--- config.mk ---
export PLATFORM = sky130hd
export DESIGN_NAME = ready_queue_with_remove_by_id
export DESIGN_NICKNAME = d
export VERILOG_FILES = /design/src/design/rqrm_pkg.sv /design/src/design/rqrm_cell.sv /design/src/design/rqrm_row.sv /design/src/design/ready_queue_with_remove_by_id.sv
export SDC_FILE = /design/constraint.sdc
export NUM_CORES = 1
export LEC_CHECK = 0
export ABC_AREA = 1
export BUFFER_PORTS_ARGS = -buffer_cell sky130_fd_sc_hd__buf_2
export CORE_MARGIN = 3
export CORE_UTILIZATION = 45
export CTS_BUF_LIST = sky130_fd_sc_hd__clkbuf_16
export DETAILED_ROUTE_END_ITERATION = 12
export GPL_TIMING_DRIVEN = 0
export MAX_ROUTING_LAYER = met4
export PLACE_DENSITY_LB_ADDON = 0.12
export SYNTH_ARGS = -nofsm -noshare
export SYNTH_HDL_FRONTEND = slang
export SYNTH_SLANG_ARGS = --single-unit
export TNS_END_PERCENT = 20
--- constraint.sdc ---
create_clock -name clock -period 3.8 [get_ports clock]
set_input_delay 0.38 -clock clock [delete_from_list [all_inputs] [get_ports clock]]
set_output_delay 0.38 -clock clock [all_outputs]
set_load 0.02 [all_outputs]
--- src/design/rqrm_pkg.sv ---
// rqrm_pkg: shared sizes, codes and payload types of the ready queue.
// Used by every module of the ready queue and by its checker.
`default_nettype none

package rqrm_pkg;

   // Queue sizing
   localparam int DEPTH    = 16;
   localparam int ID_BITS  = 16;
   localparam int CNT_BITS = $clog2(DEPTH + 1);

   // Action codes carried by a request
   typedef enum logic [1:0] {
      ACT_PUSH   = 2'd0,
      ACT_POP    = 2'd1,
      ACT_REMOVE = 2'd2
   } action_type;

   // Status codes returned with each response
   typedef enum logic [1:0] {
      STS_DONE = 2'd0,
      STS_MISS = 2'd1,
      STS_FULL = 2'd2
   } status_type;

   // Sequencer states
   typedef enum logic {
      S_IDLE = 1'b0,
      S_EXEC = 1'b1
   } state_type;

   // Request payload
   typedef struct packed {
      logic [1:0]         action;
      logic [ID_BITS-1:0] task_id;
   } req_type;

   // Response payload
   typedef struct packed {
      status_type          status;
      logic [ID_BITS-1:0]  removed_id;
      logic [CNT_BITS-1:0] entry_count;
   } rsp_type;

   // Command broadcast to every cell for one cycle
   typedef struct packed {
      logic               push;
      logic               pop;
      logic               remove;
      logic [ID_BITS-1:0] id;
   } cmd_type;

   // What the row of cells reports back to the sequencer
   typedef struct packed {
      logic               hit;
      logic [ID_BITS-1:0] hit_id;
      logic [ID_BITS-1:0] head_id;
   } row_stat_type;

endpackage

`default_nettype wire

--- src/design/rqrm_cell.sv ---
// rqrm_cell: one queue slot; holds an identifier, compares it and shifts.
// Depends on rqrm_pkg for the command type and widths.
`default_nettype none

module rqrm_cell (
   input  wire logic                        clock,
   input  wire rqrm_pkg::cmd_type           cmd,
   input  wire logic                        occ,
   input  wire logic                        is_tail,
   input  wire logic                        hit_in,
   input  wire logic [rqrm_pkg::ID_BITS-1:0] found_id_in,
   input  wire logic [rqrm_pkg::ID_BITS-1:0] next_entry,
   output logic      [rqrm_pkg::ID_BITS-1:0] entry,
   output logic                             hit_out,
   output logic      [rqrm_pkg::ID_BITS-1:0] found_id_out
);
   import rqrm_pkg::*;

   logic [ID_BITS-1:0] entry_ff;
   logic [ID_BITS-1:0] entry_in;
   logic               match;

   // Compare against the removal key; only the first match counts
   assign match        = cmd.remove & occ & (entry_ff == cmd.id);
   assign hit_out      = hit_in | match;
   assign found_id_out = (match & ~hit_in) ? entry_ff : found_id_in;
   assign entry        = entry_ff;

   // Advance from the neighbour on pop or behind a removal, load on push at the tail
   always_comb begin
      if (cmd.pop | (cmd.remove & hit_out)) begin
         entry_in = next_entry;
      end else if (cmd.push & is_tail) begin
         entry_in = cmd.id;
      end else begin
         entry_in = entry_ff;
      end
   end

   always_ff @(posedge clock) begin
      entry_ff <= entry_in;
   end

endmodule

`default_nettype wire

--- src/design/rqrm_row.sv ---
// rqrm_row: the chain of queue cells, head at cell 0, with its neighbour links.
// Depends on rqrm_pkg and rqrm_cell.
`default_nettype none

module rqrm_row (
   input  wire logic                          clock,
   input  wire rqrm_pkg::cmd_type             cmd,
   input  wire logic [rqrm_pkg::CNT_BITS-1:0] count,
   output rqrm_pkg::row_stat_type             stat
);
   import rqrm_pkg::*;

   logic [ID_BITS-1:0] entry    [DEPTH];
   logic [ID_BITS-1:0] next_ent [DEPTH];
   logic [ID_BITS-1:0] found    [DEPTH+1];
   logic               hit      [DEPTH+1];

   // Chain starts with no match seen
   assign hit[0]   = 1'b0;
   assign found[0] = '0;

   for (genvar i = 0; i < DEPTH; i++) begin : g_cell
      // Hand each cell its upper neighbour; the last one takes don't-care zeros
      if (i == DEPTH - 1) begin : g_last
         assign next_ent[i] = '0;
      end else begin : g_mid
         assign next_ent[i] = entry[i+1];
      end

      rqrm_cell u_cell (
         .clock        (clock),
         .cmd          (cmd),
         .occ          (CNT_BITS'(i) < count),
         .is_tail      (CNT_BITS'(i) == count),
         .hit_in       (hit[i]),
         .found_id_in  (found[i]),
         .next_entry   (next_ent[i]),
         .entry        (entry[i]),
         .hit_out      (hit[i+1]),
         .found_id_out (found[i+1])
      );
   end

   // Report the match and the head
   assign stat.hit     = hit[DEPTH];
   assign stat.hit_id  = found[DEPTH];
   assign stat.head_id = entry[0];

endmodule

`default_nettype wire

--- src/design/ready_queue_with_remove_by_id.sv ---
// ready_queue_with_remove_by_id: ordered ready queue with push, pop and remove by id.
// Depends on rqrm_pkg and rqrm_row (which holds the rqrm_cell chain).
//
//   channel | ports                          | carries
//   --------+--------------------------------+---------------------------------
//   request | req_valid, req_stall, req      | action, task_id
//   response| rsp_valid, rsp_stall, rsp      | status, removed_id, entry_count
//
// Each request is first registered and then executed in S_EXEC, in which every cell
// compares and shifts in parallel. The response register is loaded at the end
// of S_EXEC; req_stall is high in S_EXEC, so no new request is taken while one executes.
// Reset empties the queue by clearing the count; cell contents are left as they are.
// A stalled response holds the request side off until it is taken.
`default_nettype none

module ready_queue_with_remove_by_id (
   input  wire logic              clock,
   input  wire logic              reset,
   input  wire logic              req_valid,
   output logic                   req_stall,
   input  wire rqrm_pkg::req_type req,
   output logic                   rsp_valid,
   input  wire logic              rsp_stall,
   output rqrm_pkg::rsp_type      rsp
);
   import rqrm_pkg::*;

   state_type           state_ff, state_in;
   req_type             req_ff;
   logic [CNT_BITS-1:0] count_ff, count_in;
   rsp_type             rsp_ff, rsp_in;
   logic                rsp_valid_ff, rsp_valid_in;
   logic                exec;
   logic                accept;
   logic                full, empty;
   cmd_type             cmd;
   row_stat_type        stat;

   // Next state
   always_comb begin
      state_in = state_ff;
      case (state_ff)
         S_IDLE: begin
            if (accept) begin
               state_in = S_EXEC;
            end
         end
         S_EXEC: begin
            state_in = S_IDLE;
         end
         default: begin
            state_in = S_IDLE;
         end
      endcase
   end

   // Sequencer outputs
   always_comb begin
      case (state_ff)
         S_EXEC: begin
            exec      = 1'b1;
            req_stall = 1'b1;
         end
         default: begin
            exec      = 1'b0;
            req_stall = rsp_valid_ff & rsp_stall;
         end
      endcase
   end

   assign accept = req_valid & ~req_stall;
   assign full   = (count_ff == CNT_BITS'(DEPTH));
   assign empty  = (count_ff == '0);

   // Broadcast the command to the cells during execution
   always_comb begin
      cmd.push   = exec & (req_ff.action == ACT_PUSH) & ~full;
      cmd.pop    = exec & (req_ff.action == ACT_POP) & ~empty;
      cmd.remove = exec & (req_ff.action == ACT_REMOVE);
      cmd.id     = req_ff.task_id;
   end

   rqrm_row u_row (
      .clock (clock),
      .cmd   (cmd),
      .count (count_ff),
      .stat  (stat)
   );

   // Work out the new count and the response
   always_comb begin
      count_in          = count_ff;
      rsp_in            = rsp_ff;
      rsp_in.status     = STS_DONE;
      rsp_in.removed_id = '0;
      case (req_ff.action)
         ACT_PUSH: begin
            if (full) begin
               rsp_in.status = STS_FULL;
            end else begin
               count_in = count_ff + CNT_BITS'(1);
            end
         end
         ACT_POP: begin
            if (empty) begin
               rsp_in.status = STS_MISS;
            end else begin
               rsp_in.removed_id = stat.head_id;
               count_in          = count_ff - CNT_BITS'(1);
            end
         end
         ACT_REMOVE: begin
            if (stat.hit) begin
               rsp_in.removed_id = stat.hit_id;
               count_in          = count_ff - CNT_BITS'(1);
            end else begin
               rsp_in.status = STS_MISS;
            end
         end
         default: begin
            count_in = count_ff;
         end
      endcase
      rsp_in.entry_count = count_in;
      if (!exec) begin
         count_in = count_ff;
         rsp_in   = rsp_ff;
      end
   end

   // Hold the response until taken
   assign rsp_valid_in = exec | (rsp_valid_ff & rsp_stall);

   always_ff @(posedge clock) begin
      if (reset) begin
         state_ff     <= S_IDLE;
         count_ff     <= '0;
         rsp_valid_ff <= 1'b0;
      end else begin
         state_ff     <= state_in;
         count_ff     <= count_in;
         rsp_valid_ff <= rsp_valid_in;
      end
   end

   // Payload registers
   always_ff @(posedge clock) begin
      if (accept) begin
         req_ff <= req;
      end
      rsp_ff <= rsp_in;
   end

   assign rsp_valid = rsp_valid_ff;
   assign rsp       = rsp_ff;

endmodule

`default_nettype wire

==> results by group <==
Cells and area
  • Layout filler cell count: 4364
  • Area delta synth->final: 23.0%
  • Final core occ: 56.1%
  • Share of cells above drive strength 1: 19.8%
  • # nets final: 3032
  • Design Area, Final: 0.0255 mm²

Synthesis
  • Register area share after synthesis: 42.9%
  • Cell Area, Synth: 0.0207 mm²
  • Top FF cell, synth: edfxtp_1
  • Mean Syn Cell Area: 7.42 µm²
  • Ys async rst share: 0%
  • Synth Net Count: 2825
  • Number of synthesized flops with an enable pin: 281
  • Yosys warning count: 0
  • Post-synth cell types: 61
  • Flops & latches, synth: 304
  • Post-Syn Instances: 2794

STA
  • Clock skew: 21.2 ps
  • Final Hold Vio Count: 0
  • Normalized max-slew margin: 5.33%
  • Minimum clock period after layout: 4160 ps
  • Setup tns final: -1130 ps
  • RSZ-0062 raised after global routing: true
  • Slew Limit Fails: 0
  • Worst setup margin: -363 ps
  • Final worst-path cycle share: 110%
  • Final setup viols: 13
  • WHS: 84.6 ps
  • Slew @ Worst Pin: 1420 ps
  • FMAX: 0.240 GHz

Clocking
  • Clk buf depth: 3
  • TritonCTS clock tree: yes
  • TritonCTS buffer count: 38
  • Sink Count: 304
  • Worst-skew pair later-pin latency: 580 ps
  • CTS HTree Levels: 2
  • CTS Root Cell: clkbuf_16
  • Clock slew at reported path FFs: 60 ps

Placement
  • DP HPWL: 72300 µm
  • Routability cong.: 1.05
  • Cell Area, Placed: 0.0218 mm²
  • IO buf count: 46

Worst setup path
  • Critical Path Start: req_ff[16]
  • Setup CP Type: reg2reg
  • Crit path DAT: 4460 ps
  • Slowest CP cell: edfxtp_1
  • Max FO, Critical Path: 7
  • Largest stage delay on the critical path: 440 ps
  • Most used cell, CP: nand2_2
  • Top delay family on crit path: simple AND/OR/NAND/NOR gates
  • Buf+Inv Stages, Crit Path: 4
  • Critical R2R Launch: req_ff[16]
  • FF-to-FF setup slack: -360 ps
  • Reg2reg path depth: 21
  • Crit path depth: 21
  • Critical path launch point type: register
  • Element type at the critical path end: register
  • Worst path cell trace: inv_2 > ha_4 > nand2_8 > inv_12 > buf_12 > o21ai_4 > a21oi_4 > nand2_2 > nor4_2 > nand3_2 > nand3b_1 > o21ai_2 > inv_2 > a221oi_4 > nand4_1 > nor2_2 > nand2_2 > nand2_2 > nand3b_1 > nand2_2 > a21oi_1
  • WP data required: 4090 ps

GRT
  • Largest net degree at the start of global routing: 22
  • Global-route wire length before repair: 138000 µm
  • Vias in the first global route: 20100
  • GRT Total Usage: 41.0%
  • Initial antenna violation count: 5
  • Grt total ovfl: 0

Detailed routing
  • Drt via density: 5.99
  • Final ANT Viol Nets: 0
  • Residual DRC count: 0
  • DR pass1 iterations: 6
  • DR WL/cell: 27.3 µm
  • Post-Route WL: 99200 µm
  • Routed via count: 21700
  • DR iter-0 viols: 3188

Flow run
  • Max_cap viols: 0

Die
  • Initial Utilization: 45.6%
  • Num ports: 47
  • Core region area: 0.0455 mm²
  • Die Y: 221 µm
  • Chip width: 221 µm
  • Die area: 0.0487 mm²
  • Row count: 78

Pwr
  • PwrDens: 352 mW/mm²
  • Leak: 10.9 nW
  • Power, Total: 8.98 mW
  • Peak VDD IR: 0.301 mV

Min path
  • Worst hold path type: in2reg
  • Hold path depth: 3
  • Hold Startpoint: rsp_stall

Status
  • Run status: finished with violations
  • Failing checks: setup timing
==> cell usage in the layout, fill, tap and decap left out, drive strengths merged, types with 18 or more instances in the layout <==
cell         instances
nand2              869
o21ai              340
inv                314
edfxtp             281
nor2               277
buf                217
clkbuf             100
nand3               81
xor2                77
a21oi               69
nand4               65
nor4                52
nor3                46
xnor2               33
dfxtp               23
clkinv              22
a211oi              19
dlygate4sd3         18
or2                 18
==> metal layers <==
layer / GRT usage (%) / wire length, µm / vias up
li1: - / - / 9718
met1: 52.0 / 38000 / 10200
met2: 62.3 / 43900 / 1409
met3: 8.73 / 11200 / 370
met4: 20.9 / 6130 / 0
met5: - / 0 / -
==> area by class of cell <==
cell class              count  area, µm²  area share, %
diodes                      4       10.0         0.0393
plain buffers             129        881           3.45
clock buffers              39        976           3.83
clock inverters            27        184          0.721
inverters                 318       1270           4.98
multi-input cells        2043      11300           44.2
flip-flops and latches    304       8900           34.9
well taps                 600        751           2.94
repair buffers            167       1260           4.94
==> worst min-delay path, cell delays in order <==
cell and delay [ps]:
buf_2 80, a21oi_1 70, nor2_1 80
==> state kept, by name, summed over array words and instances, names as in the netlist <==
| name | count |
|---|---|
| state_ff | 1 |
| u_row.g_cell.u_cell.entry | 256 |
| cmd | 16 |
| count_ff | 5 |
| rsp | 23 |
| req_ff | 2 |
| rsp_valid | 1 |
==> where the power goes <==
group / internal [mW] / total [mW] / switching [mW]
clock: 1.99 / 3.54 / 1.55
sequential: 3.83 / 3.93 / 0.105
combinational: 0.451 / 1.51 / 1.06
==> synth_stat cells (all sizes together), types with 2 or more instances <==
library cell  instances  area (µm²)
nand3b               15         113
nor4b                 2        17.5
nand2               869        3310
inv                 313        1180
clkinv                5        21.3
nor4                 52         344
a2111oi               4        35.0
nand3                81         440
o221ai                7        61.3
xnor2                33         289
buf                  67         375
nand4                65         428
edfxtp              281        8440
or3                   2        12.5
nor3b                 6        45.0
ha                    9         113
o211ai                4        30.0
o21a                 12        90.1
dfxtp                23         460
a21oi                69         349
nor3                 46         273
o21ai               338        1700
clkbuf               64         240
o31ai                 3        22.5
or4                   2        15.0
o22ai                14        87.6
a211oi               19         193
and3                  3        18.8
or2                  18         113
nor2                277        1140
a221oi                2        17.5
a31oi                 7        43.8
xor2                 77         674
==> through the flow <==
step                instances  setup WS [ps]
floorplan                2794          -85.5
global placement         3440          -2620
detailed placement       3449          -2420
CTS                      3573           -150
global route             3631           -342
finish                   3631           -363
==> cells by family (layout without fill, tap and decap cells) <==
logic type | count (synthesis) | in the layout | synth area share, %
buffers and inverters | 449 | 680 | 8.75
other | 0 | 4 | 0
adder cells (fa/ha/maj) | 9 | 9 | 0.543
flip-flops | 304 | 304 | 42.9
XOR/XNOR | 110 | 110 | 4.65
AND/OR/NAND/NOR | 1441 | 1441 | 30.3
AO/OA/AOI/OAI | 481 | 483 | 12.8
==> final timing paths <==
| check | end |
|---|---|
| max | rsp[13] |
| min | rsp_valid |
| max reg2reg | rsp[13] |
| min reg2reg | rsp_valid |
==> what timing repair did <==
item                                    4_1_cts  5_1_grt
endpoints found under the setup margin      520      272
hold buffers                                 18        0
setup buffers                                39       52
hold endpoints to repair                     18        0
gates resized for setup                     243      204
gates cloned                                  3        2
pin swaps                                    42       74
No activity file was read; power rests on OpenSTA's default activity.
